File: src/rtl/bnfa_pkg.sv
package bnfa_pkg;

    // Program store geometry
    localparam int PROG_DEPTH  = 64;
    localparam int SLOT_W      = $clog2(PROG_DEPTH);
    localparam int TGT_W       = SLOT_W + 1;      // target incl. one-past-end
    localparam int LEN_W       = 7;
    localparam int CNT_W       = 7;
    localparam int BYTE_W      = 8;
    localparam int OP_W        = 3;
    localparam int REL_W       = 7;               // signed next/alt slot fields
    localparam int MODE_W      = 2;

    // Status scan: active set is counted one chunk per cycle
    localparam int CHUNK_W     = 8;
    localparam int N_CHUNK     = PROG_DEPTH / CHUNK_W;
    localparam int CHUNK_IDX_W = (N_CHUNK > 1) ? $clog2(N_CHUNK) : 1;

    // Stream payload layout
    localparam int S_TDATA_W   = 48;
    localparam int M_TDATA_W   = 16;
    localparam int F_SLOT_LSB  = 0;
    localparam int F_OP_LSB    = F_SLOT_LSB + SLOT_W;
    localparam int F_LO_LSB    = F_OP_LSB + OP_W;
    localparam int F_HI_LSB    = F_LO_LSB + BYTE_W;
    localparam int F_NXT_LSB   = F_HI_LSB + BYTE_W;
    localparam int F_ALT_LSB   = F_NXT_LSB + REL_W;
    localparam int F_TXT_LSB   = F_ALT_LSB + REL_W;

    // Item modes
    typedef logic [MODE_W-1:0] t_mode;
    localparam t_mode MODE_LOAD  = 2'd0;
    localparam t_mode MODE_START = 2'd1;
    localparam t_mode MODE_STEP  = 2'd2;

    // Opcodes
    typedef logic [OP_W-1:0] t_op;
    localparam t_op OP_CHAR  = 3'd0;
    localparam t_op OP_RANGE = 3'd1;
    localparam t_op OP_ANY   = 3'd2;
    localparam t_op OP_NOT   = 3'd3;
    localparam t_op OP_SPLIT = 3'd4;
    localparam t_op OP_JMP   = 3'd5;
    localparam t_op OP_MATCH = 3'd6;

    // Controller -> datapath
    typedef struct packed {
        logic accept;
        logic seed;
        logic hop;
        logic commit;
        logic count_clr;
        logic count_step;
        logic out_load;
    } t_cmd;

    // Datapath -> controller
    typedef struct packed {
        logic frontier_empty;
        logic count_last;
    } t_status;

endpackage

File: src/rtl/bnfa_ctrl.sv
module bnfa_ctrl (
    input  logic              i_clk,
    input  logic              i_rst_n,
    input  logic              i_s_valid,
    input  bnfa_pkg::t_mode   i_mode,
    input  logic              i_m_ready,
    input  bnfa_pkg::t_status i_status,
    output logic              o_s_ready,
    output logic              o_m_valid,
    output bnfa_pkg::t_cmd    o_cmd
);
    import bnfa_pkg::*;

    typedef enum logic [2:0] {
        ST_IDLE,
        ST_SEED,
        ST_HOP,
        ST_COUNT,
        ST_PUSH
    } t_state;

    t_state r_state, n_state;
    logic   r_m_valid, n_m_valid;
    t_cmd   w_cmd;

    // Next state and commands
    always_comb begin
        n_state = r_state;
        w_cmd   = '0;
        case (r_state)
            ST_IDLE: begin
                if (i_s_valid) begin
                    w_cmd.accept = 1'b1;
                    if (i_mode inside {MODE_START, MODE_STEP}) begin
                        n_state = ST_SEED;
                    end else begin
                        w_cmd.count_clr = 1'b1;
                        n_state         = ST_COUNT;
                    end
                end
            end
            ST_SEED: begin
                w_cmd.seed = 1'b1;
                n_state    = ST_HOP;
            end
            ST_HOP: begin
                if (i_status.frontier_empty) begin
                    w_cmd.commit    = 1'b1;
                    w_cmd.count_clr = 1'b1;
                    n_state         = ST_COUNT;
                end else begin
                    w_cmd.hop = 1'b1;
                end
            end
            ST_COUNT: begin
                w_cmd.count_step = 1'b1;
                if (i_status.count_last) begin
                    n_state = ST_PUSH;
                end
            end
            ST_PUSH: begin
                if (!r_m_valid || i_m_ready) begin
                    w_cmd.out_load = 1'b1;
                    n_state        = ST_IDLE;
                end
            end
            default: begin
                n_state = ST_IDLE;
            end
        endcase

        // Output slot: held until taken, refilled from the datapath
        n_m_valid = r_m_valid && !i_m_ready;
        if (w_cmd.out_load) begin
            n_m_valid = 1'b1;
        end
    end

    // State and registered outputs
    always_ff @(posedge i_clk) begin
        if (!i_rst_n) begin
            r_state   <= ST_IDLE;
            r_m_valid <= 1'b0;
        end else begin
            r_state   <= n_state;
            r_m_valid <= n_m_valid;
        end
    end

    assign o_s_ready = (r_state == ST_IDLE);
    assign o_m_valid = r_m_valid;
    assign o_cmd     = w_cmd;

    // One item in flight: the cycle after an accept the input side is closed
    a_busy_after_accept: assert property (@(posedge i_clk) disable iff (!i_rst_n)
        (i_s_valid && o_s_ready) |=> !o_s_ready)
        else $error("input accepted while previous item in progress");

    // A result is only produced after the status scan
    a_push_after_count: assert property (@(posedge i_clk) disable iff (!i_rst_n)
        w_cmd.out_load |-> ($past(r_state) == ST_COUNT || $past(r_state) == ST_PUSH))
        else $error("result loaded without status scan");

endmodule

File: config.mk
export PLATFORM = sky130hd
export DESIGN_NAME = bnfa_ctrl
export DESIGN_NICKNAME = d
export VERILOG_FILES = /design/src/rtl/bnfa_pkg.sv /design/src/rtl/bnfa_ctrl.sv
export SDC_FILE = /design/constraint.sdc
export NUM_CORES = 1
export LEC_CHECK = 0
export BUFFER_PORTS_ARGS = -buffer_cell sky130_fd_sc_hd__buf_2
export CAP_MARGIN = 30
export CORE_AREA = 2 2 39 41
export CTS_CLUSTER_DIAMETER = 80
export DETAILED_ROUTE_END_ITERATION = 7
export DIE_AREA = 0 0 41 43
export SYNTH_ARGS = -nofsm -noshare
export SYNTH_HDL_FRONTEND = slang
export SYNTH_SLANG_ARGS = --single-unit
File: constraint.sdc
create_clock -name i_clk -period 0.91 [get_ports i_clk]
set_input_delay 0.1365 -clock i_clk [delete_from_list [all_inputs] [get_ports i_clk]]
set_output_delay 0.1365 -clock i_clk [all_outputs]
set_load 0.1 [all_outputs]
==> impl_results.md, run 1 <==
- Commonest non-fill, non-tap cell in the layout: buf_4
- Violated checks: setup timing
- Placed instance count: 73
- Cts bufs inserted: 3
- CTS hold repair buffers: 0
- Initial antenna violation count: 0
- Total global-route track usage: 0.143
- Post-Route WL: 1040 µm
- Dpl hpwl: 699 µm
- Final min period: 1.44 ns
- Core footprint: 0.00138 mm²
- Adder-Cell Fraction of Synth Area: 0
- Drt pass-1 iters: 4
- Critical Path End Type: primary output
- YS warnings: 0
- CP max FO: 5
- DR iter-0 viols: 6
- Cell count after synthesis: 34
- LEAKAGE: 0.345 nW
- Hold WS: 0.170 ns
- Clock Root Buffer: clkbuf_4
- Max-cap violations: 0
- Number of distinct library cells after synthesis: 24
- Hold Vio Cnt, Final: 0
- Final cell count without fillers: 86
- Worst-Margin Slew: 0.207 ns
- Wire per inst: 12.1 µm
- Vias per inst: 4.48
- Seq/Total Area, Yosys: 0.262
- DRC violations left: 0
- Pins over their slew limit: 0
- Fmax achieved: 695 MHz
- Largest net degree at the start of global routing: 9
- Pwr dens: 1780 mW/mm²
- Worst-path clk slew: 0.04 ns
- Later-pin clock latency in the skew report: 0.24 ns
- CTS Sinks: 4
- Syn_area_per_cell: 8.98 µm²
- Combinational family with the most area after synthesis: simple AND/OR/NAND/NOR gates
- Post-synthesis xor/xnor area fraction: 0.0287
- Status: finished, violations left
- Synth Area in Compound Gates: 0.160
- Met2 global-route usage: 0.228
- Setup TNS: -4.58 ns
- Skew final: 0.00547 ns
- Fraction of the mapped netlist area in simple logic gates: 0.418
- RSZ-0062 raised after global routing: yes
- Worst Hold Class: primary input to flop
- GRT overflow: 0
- Final ANT Viol Nets: 0
- Period utilisation layout: 1.58
- Max IR drop VDD: 1.26 mV
- Arr. time, crit path: 1.30 ns
- Grt peak-use layer: met2
- Syn Nets: 42
- Final non-filler cell area: 812 µm²
- Commonest non-fill, non-tap cells in the layout: 10 x buf_4, 9 x buf_12, 8 x buf_6
- Area delta synth->final: 166%
- Vias in the first global route: 391
- PnR worst setup slack: -0.529 ns
- Grt met3 use: 0.0314
- Critical Path Source Type: flop
- Die Y: 43 µm
- Final Power: 1.45 mW
- Layout cells sized above 1: 0.800
- Met1 usage: 0.167
- Global placer's final weighted congestion: 0.768
- Final #Nets: 79
- Seq cells post-synth: 4
- Setup WS pre-CTS: -0.291 ns
- Final Util: 0.587
- CP Data Required Time: 0.77 ns
- Die area: 0.00176 mm²
- Area of the mapped netlist: 305 µm²
- # port buffers: 16
- H-Tree Depth: 1
- Placed Area: 653 µm²
- Initial Utilization: 0.221
- Setup CP Type: flop to primary output
- First-pass GRT wire length: 1700 µm
- Ant. Diodes: 0
- Multiplexer share of the synthesized area: 0.0656
- Die width: 41 µm
- Final setup vio count: 13
- Row count: 14
- I/O pins: 17
- Via Count: 385
- Relative slew margins: 0.861
- Max Buffers Root-to-Sink: 2
- CTS tree: built
[what timing repair did]
action,4_1_cts,5_1_grt
endpoints found under the setup margin,13,13
buffers inserted,8,2
resized for setup,14,2
pin swaps,8,4
endpoints found under the hold margin,0,0
[logic make-up (layout without fill, tap and decap cells)]
logic type | Yosys count | count (layout)
simple gates | 17 | 17
compound gates | 7 | 7
flops | 4 | 4
buf+inv | 3 | 39
mux | 2 | 2
xor+xnor | 1 | 1
[routing by layer]
| metal | routed length, µm | up-vias |
|---|---|---|
| met2 | 621 | 7 |
| met4 | 0 | 0 |
| li1 | - | 195 |
| met5 | 0 | - |
| met3 | 26 | 0 |
| met1 | 392 | 183 |
[final cells by class]
type	count	area [µm²]
fillers	110	572
well taps	16	20.0
repair buffers	34	380
clock buffers	4	26.3
multi-input cells	27	292
inverters	1	3.75
flip-flops and latches	4	90.1
[report_power, final]
group / switching, mW / leakage [nW] / internal, mW
Clock: 0.0793 / 0.0150 / 0.165
Combinational: 0.549 / 0.295 / 0.425
Sequential: 0.0336 / 0.0350 / 0.195
Total: 0.662 / 0.345 / 0.785
[registers in the layout, summed over array words and instances, names as in the netlist]
register	flops
o_m_valid	1
r_state	3
[synth_stat cells]
| cell type | instances | share of area |
|---|---|---|
| nand3b_1 | 1 | 0.025 |
| nor2b_1 | 3 | 0.061 |
| o311ai_1 | 1 | 0.029 |
| nor2_1 | 3 | 0.037 |
| or2_4 | 1 | 0.029 |
| a21oi_1 | 1 | 0.016 |
| o21a_1 | 1 | 0.025 |
| o21ai_1 | 1 | 0.016 |
| o22ai_1 | 1 | 0.021 |
| nand2_4 | 1 | 0.037 |
| xnor2_1 | 1 | 0.029 |
| buf_6 | 1 | 0.037 |
| dfxtp_1 | 4 | 0.26 |
| nor3b_1 | 1 | 0.025 |
| nand2_1 | 1 | 0.012 |
| a22oi_1 | 1 | 0.025 |
| buf_2 | 1 | 0.016 |
| nor3b_2 | 3 | 0.12 |
| and3_1 | 1 | 0.021 |
| and3b_1 | 1 | 0.029 |
| o22a_1 | 1 | 0.029 |
| nand4_1 | 1 | 0.021 |
| inv_1 | 1 | 0.012 |
| mux2i_1 | 2 | 0.066 |
[worst max-delay path: stages (launching register included)]
cell	delay, ns
dfxtp_2	0.32
or2_4	0.30
nor3b_4	0.24
buf_12	0.21
[final timing paths]
path                    from          to  slack, ns  cells past startpoint
setup / recovery  r_state[2]    o_cmd[6]      -0.53                      3
hold / removal       i_rst_n   o_m_valid       0.17                      2
setup reg to reg  r_state[0]  r_state[2]      -0.31                      6
hold reg to reg    o_m_valid   o_m_valid       0.66                      2
Power figures use the tool's default switching activity.
==> run 2, diff against run 1 <==
BUFFER_PORTS_ARGS = -buffer_cell sky130_fd_sc_hd__clkbuf_2   (was -buffer_cell sky130_fd_sc_hd__buf_2)
clock period = 1.2 ns   (was 0.91 ns; I/O delays follow)
==> run 2 against run 1 <==
  * The flow still finishes with violations (setup timing)
  * Sequential share of layout area up 1.1 points
  * Cell count is 4.7% lower
  * Sequential power down 27%
  * Global-route usage decreased by 1.1 points
  * Non-clock buffer count decreased by 4
  * Via count fell by 3.6%
  * Sequential cell count unchanged
  * Register-to-register slack better by 0.33 ns
  * Wire length fell by 9.9%
  * Final area is 8.8% lower
  * Worst hold slack improved by 0.021 ns
  * Highest routed layer is now met4
==> impl_results.md, run 2 (synthesized netlist as in run 1, its figures left out) <==
- Drt pass-1 iters: 4 (unchanged)
- First-pass GRT wire length: 1490 µm (-12%)
- Status: finished, violations left
- Switching Fraction: 0.464 (+0.00633)
- Grt met3 use: 0.0628 (+0.0314)
- Clock Root Buffer: clkbuf_4
- Max-cap violations: 0 (unchanged)
- Hold Vio Cnt, Final: 0 (unchanged)
- Grt peak-use layer: met2
- Met1 usage: 0.144 (-0.0229)
- Arr. time, crit path: 1.29 ns (about the same)
- Max Buffers Root-to-Sink: 2 (unchanged)
- Cts bufs inserted: 3 (unchanged)
- CP Data Required Time: 1.02 ns (+0.25 ns)
- Die area: 0.00176 mm² (unchanged)
- Post-Route WL: 937 µm (-9.9%)
- Global placer's final weighted congestion: 0.760 (-0.98%)
- Later-pin clock latency in the skew report: 0.25 ns (about the same)
- NetSw: 0.492 mW (-26%)
- Die Y: 43 µm (unchanged)
- Logic pwr share: 0.657 (-0.016)
- Sequential share of power: 0.158 (about the same)
- Relative slew margins: 0.771 (-0.0900)
- Max reg flops: 3 (unchanged)
- P_int: 0.569 mW (-28%)
- LEAKAGE: 0.317 nW (-8.1%)
- Total global-route track usage: 0.132 (-0.0112)
- Pins over their slew limit: 0 (unchanged)
- CTS hold repair buffers: 0 (unchanged)
- Area delta synth->final: 143%
- Vias per inst: 4.52 (+1.1%)
- Commonest non-fill, non-tap cell in the layout: buf_4
- Setup TNS: -1.81 ns (+2.77 ns)
- Final Util: 0.535 (-0.0515)
- Layout cells sized above 1: 0.742 (-0.0576)
- GRT overflow: 0 (unchanged)
- Largest net degree at the start of global routing: 10 (+1)
- I/O pins: 17 (unchanged)
- CTS tree: built
- Worst-path clk slew: 0.05 ns (about the same)
- DR iter-0 viols: 4 (-2)
- Fmax achieved: 679 MHz
- Period utilisation layout: 1.23
- Worst-Margin Slew: 0.342 ns (+0.136 ns)
- # port buffers: 16 (unchanged)
- RSZ-0062 raised after global routing: yes
- CP max FO: 5 (unchanged)
- Ant. Diodes: 0 (unchanged)
- Vias in the first global route: 336 (-14%)
- Clock network fraction of total power: 0.185 (+0.016)
- Hold WS: 0.191 ns (+0.0209 ns)
- PnR worst setup slack: -0.274 ns (+0.255 ns)
- Final setup vio count: 8 (-5)
- Final ANT Viol Nets: 0 (unchanged)
- Initial antenna violation count: 0 (unchanged)
- Largest Register: r_state
- H-Tree Depth: 1 (unchanged)
- Wire per inst: 11.4 µm (-5.5%)
- Met2 global-route usage: 0.188 (-0.0406)
- Final min period: 1.47 ns
- Die width: 41 µm (unchanged)
- DRC violations left: 0 (unchanged)
- Initial Utilization: 0.221 (unchanged)
- Row count: 14 (unchanged)
- Worst Hold Class: primary input to flop
- Max IR drop VDD: 0.594 mV (-53%)
- CTS Sinks: 4 (unchanged)
- Critical Path End Type: primary output
- Violated checks: setup timing
- Commonest non-fill, non-tap cells in the layout: 11 x buf_4, 9 x buf_12, 7 x clkbuf_2
- Via Count: 371 (-3.6%)
- Pwr dens: 1430 mW/mm² (-20%)
- Final #Nets: 75 (-5.1%)
- Core footprint: 0.00138 mm² (unchanged)
- Setup CP Type: flop to primary output
- Skew final: 0.0108 ns (+0.00532 ns)
- Critical Path Source Type: flop
- Setup WS pre-CTS: -0.0597 ns (+0.231 ns)
[run 2: cell count changes in the layout (fill, tap and decap cells not counted), sizes merged]
cell	delta
buf	-11
clkbuf	+7
[run 2: per-layer routing]
metal | wire [µm] | vias to the layer above
met5 | 0 | -
met4 | 30 | 0
met3 | 48 | 4
met2 | 516 | 8
met1 | 341 | 172
li1 | - | 187
[run 2: area by class of cell]
cell class / instances / area (µm²)
well taps: 16 / 20.0
repair buffers: 30 / 332
multi-input cells: 27 / 269
clock buffers: 4 / 26.3
flip-flops and latches: 4 / 90.1
inverters: 1 / 3.75
fillers: 116 / 643
[run 2: worst paths after layout]
check                           depth (start not counted)       start          to  slack [ns]
worst min register to register                          3  r_state[2]  r_state[1]        0.59
worst min-delay path                                    2     i_rst_n   o_m_valid        0.19
worst max-delay path                                    3  r_state[2]    o_cmd[4]       -0.27
worst max register to register                          5  r_state[1]  r_state[2]        0.02
[run 2: power groups by stage]
stage / Combinational (mW) / Clock, mW / Sequential, mW
CTS: 0.626 / 0.206 / 0.177
floorplan: 0.423 / 0 / 0.161
global placement: 0.606 / 0 / 0.178
global route: 0.725 / 0.216 / 0.169
detailed placement: 0.613 / 0 / 0.179
finish: 0.697 / 0.197 / 0.167
[run 2: worst max-delay path: stages (launching register included)]
cell,delay [ns]
dfxtp_2,0.33
or2_4,0.28
nor3b_4,0.23
buf_12,0.20
[run 2: stage by stage]
stage	power, mW	cell area, µm²	instances
6_report	1.06	741	82
4_1_cts	1.01	677	76
3_3_place_gp	0.784	623	70
3_5_place_dp	0.791	623	70
5_1_grt	1.11	741	82
2_1_floorplan	0.584	365	34
[run 2: what timing repair did]
item	4_1_cts	5_1_grt
endpoints found under the hold margin	0	0
buffers inserted	3	6
endpoints found under the setup margin	8	8
pin swaps	4	5
gates cloned	0	0
gates resized for setup	5	4
==> run 3, diff against run 2 <==
--- a/config.mk
+++ b/config.mk
@@ -12,4 +12,6 @@
 export DETAILED_ROUTE_END_ITERATION = 7
 export DIE_AREA = 0 0 41 43
+export REMOVE_ABC_BUFFERS = 1
+export SLEW_MARGIN = 20
 export SYNTH_ARGS = -nofsm -noshare
 export SYNTH_HDL_FRONTEND = slang
==> constraint.sdc (replaced) <==
create_clock -name i_clk -period 1.2 [get_ports i_clk]
set_input_delay 0 -clock i_clk [delete_from_list [all_inputs] [get_ports i_clk]]
set_output_delay 0 -clock i_clk [all_outputs]
set_load 0.1 [all_outputs]
==> run 3 against run 2 <==
  * The run still ends with setup timing left
  * Wire length down 22%
  * Die area unchanged
  * Worst hold slack got worse by 0.15 ns
  * Via count down 11%
  * Clock-buffer cell count shrank 1
  * Final area decreased by 16%
  * Largest cell class unchanged
==> impl_results.md, run 3 (synthesized netlist as in run 1, its figures left out) <==
- Status: finished, violations left
- Violated checks: setup timing
- Commonest non-fill, non-tap cells in the layout: 9 x buf_12, 8 x clkbuf_2, 5 x buf_4
- Setup WS pre-CTS: 0.0397 ns (+0.0994 ns)
- Register area: 86.3 µm² (-4.2%)
- Final non-filler cell area: 626 µm² (-16%)
- Pins over their slew limit: 0 (unchanged)
- Fmax achieved: 779 MHz (+15%)
- Die area: 0.00176 mm² (unchanged)
- # port buffers: 16 (unchanged)
- Ant. Diodes: 0 (unchanged)
- Core footprint: 0.00138 mm² (unchanged)
- Final #Nets: 67 (-11%)
- Worst-path clk slew: 0.04 ns (about the same)
- Die width: 41 µm (unchanged)
- Drt pass-1 iters: 4 (unchanged)
- Largest net degree at the start of global routing: 8 (-2)
- Largest Register: r_state
- Hold Vio Cnt, Final: 0 (unchanged)
- Worst Hold Class: primary input to flop
- Final Util: 0.452 (-0.0832)
- Placed Area: 537 µm² (-14%)
- Setup CP Type: flop to primary output
- Met1 usage: 0.116 (-0.0280)
- Layout cells sized above 1: 0.649 (-0.0933)
- CTS Sinks: 4 (unchanged)
- CP max FO: 5 (unchanged)
- Max IR drop VDD: 0.895 mV (+51%)
- Worst-Margin Slew: 0.537 ns (+0.195 ns)
- Met2 global-route usage: 0.150 (-0.0375)
- Skew final: 0.000536 ns (-0.0103 ns)
- Final min period: 1.28 ns (-0.189 ns)
- Commonest non-fill, non-tap cell in the layout: buf_12
- Max-cap violations: 0 (unchanged)
- CP Data Required Time: 1.20 ns (+0.18 ns)
- CTS tree: built
- Worst R2R End: r_state[2]
- Dpl hpwl: 545 µm
- Initial Utilization: 0.221 (unchanged)
- Hold WS: 0.0389 ns (-0.152 ns)
- Filler cells: 135 (+16%)
- Post-Route WL: 731 µm (-22%)
- Vias per inst: 4.52 (about the same)
- Grt peak-use layer: met2
- Pwr dens: 1540 mW/mm² (+7.5%)
- WHS Endpoint: o_m_valid
- Critical Path End Type: primary output
- Grt met3 use: 0.0157 (-0.0471)
- Initial antenna violation count: 0 (unchanged)
- R2R Setup Slk: 0.14 ns (+0.12 ns)
- LEAKAGE: 0.269 nW (-15%)
- DRC violations left: 0 (unchanged)
- Reg-to-Reg Start: r_state[1]
- Hold path start: i_rst_n
- First-pass GRT wire length: 1180 µm (-21%)
- Setup TNS: -0.329 ns (+1.48 ns)
- Arr. time, crit path: 1.28 ns (about the same)
- Multi-input gate area: 235 µm² (-13%)
- Total global-route track usage: 0.0994 (-0.0329)
- Critical Path Source Type: flop
- Global placer's final weighted congestion: 0.670 (-12%)
- Period utilisation layout: 1.07 (-0.158)
- DR iter-0 viols: 2 (-2)
- RSZ-0062 raised after global routing: yes
- H-Tree Depth: 1 (unchanged)
- Later-pin clock latency in the skew report: 0.23 ns (-0.02 ns)
- Relative slew margins: 0.643 (-0.128)
- PnR worst setup slack: -0.0843 ns (+0.189 ns)
- Wire per inst: 10.0 µm (-12%)
- GRT overflow: 0 (unchanged)
- Worst reg2reg path depth: 4 (-1)
- Via Count: 330 (-11%)
- Area delta synth->final: 105%
- Clock Root Buffer: clkbuf_4
- I/O pins: 17 (unchanged)
- Final ANT Viol Nets: 0 (unchanged)
- Max reg flops: 3 (unchanged)
- Row count: 14 (unchanged)
- Vias in the first global route: 307 (-8.6%)
- Worst Hold Depth: 2 (unchanged)
- Die Y: 43 µm (unchanged)
- Max Buffers Root-to-Sink: 2 (unchanged)
- Cts bufs inserted: 3 (unchanged)
- Final setup vio count: 6 (-2)
run 3: layer usage:
metal | part of all wire | up-vias
met5 | 0 | -
met4 | 0.021 | 0
met3 | 0.082 | 2
met2 | 0.48 | 16
met1 | 0.41 | 144
li1 | - | 168
run 3: timing repair:
action	in CTS	in global routing
pin swaps	3	1
hold buffers	0	0
setup endpoints to repair	8	7
buffers inserted	2	2
resized for setup	10	1
run 3: stage by stage:
| step | power [mW] | instances |
|---|---|---|
| final | 0.964 | 73 |
| after global routing | 1.00 | 73 |
| after CTS | 0.955 | 71 |
| after detailed placement | 0.743 | 66 |
| after global placement | 0.741 | 66 |
| after floorplan | 0.518 | 32 |
run 3: layout make-up:
cell class                      count  area share
Timing Repair Buffer               22       0.412
Tap cell                           16      0.0320
Inverter                            1     0.00600
Sequential cell                     4       0.138
Clock buffer                        3      0.0360
Multi-Input combinational cell     27       0.376
run 3: worst max path at each step:
stage	startpoint	end	cells past startpoint
after floorplan	r_state[0]	o_cmd[5]	1
after global placement	r_state[1]	o_cmd[2]	4
after detailed placement	r_state[1]	o_cmd[2]	4
after CTS	r_state[2]	o_cmd[6]	3
after global routing	r_state[0]	o_cmd[6]	3
final	r_state[1]	o_cmd[2]	4
run 3: where the power goes:
part           leakage (nW)  internal [mW]  switching [mW]
clock network        0.0138          0.112          0.0529
registers            0.0342          0.150          0.0181
logic                 0.221          0.255           0.376
run 3: critical path: stages (launching register included):
cell      delay (ns)
dfxtp_4         0.35
buf_12          0.13
nand3b_1        0.16
a21oi_2         0.20
buf_12          0.20
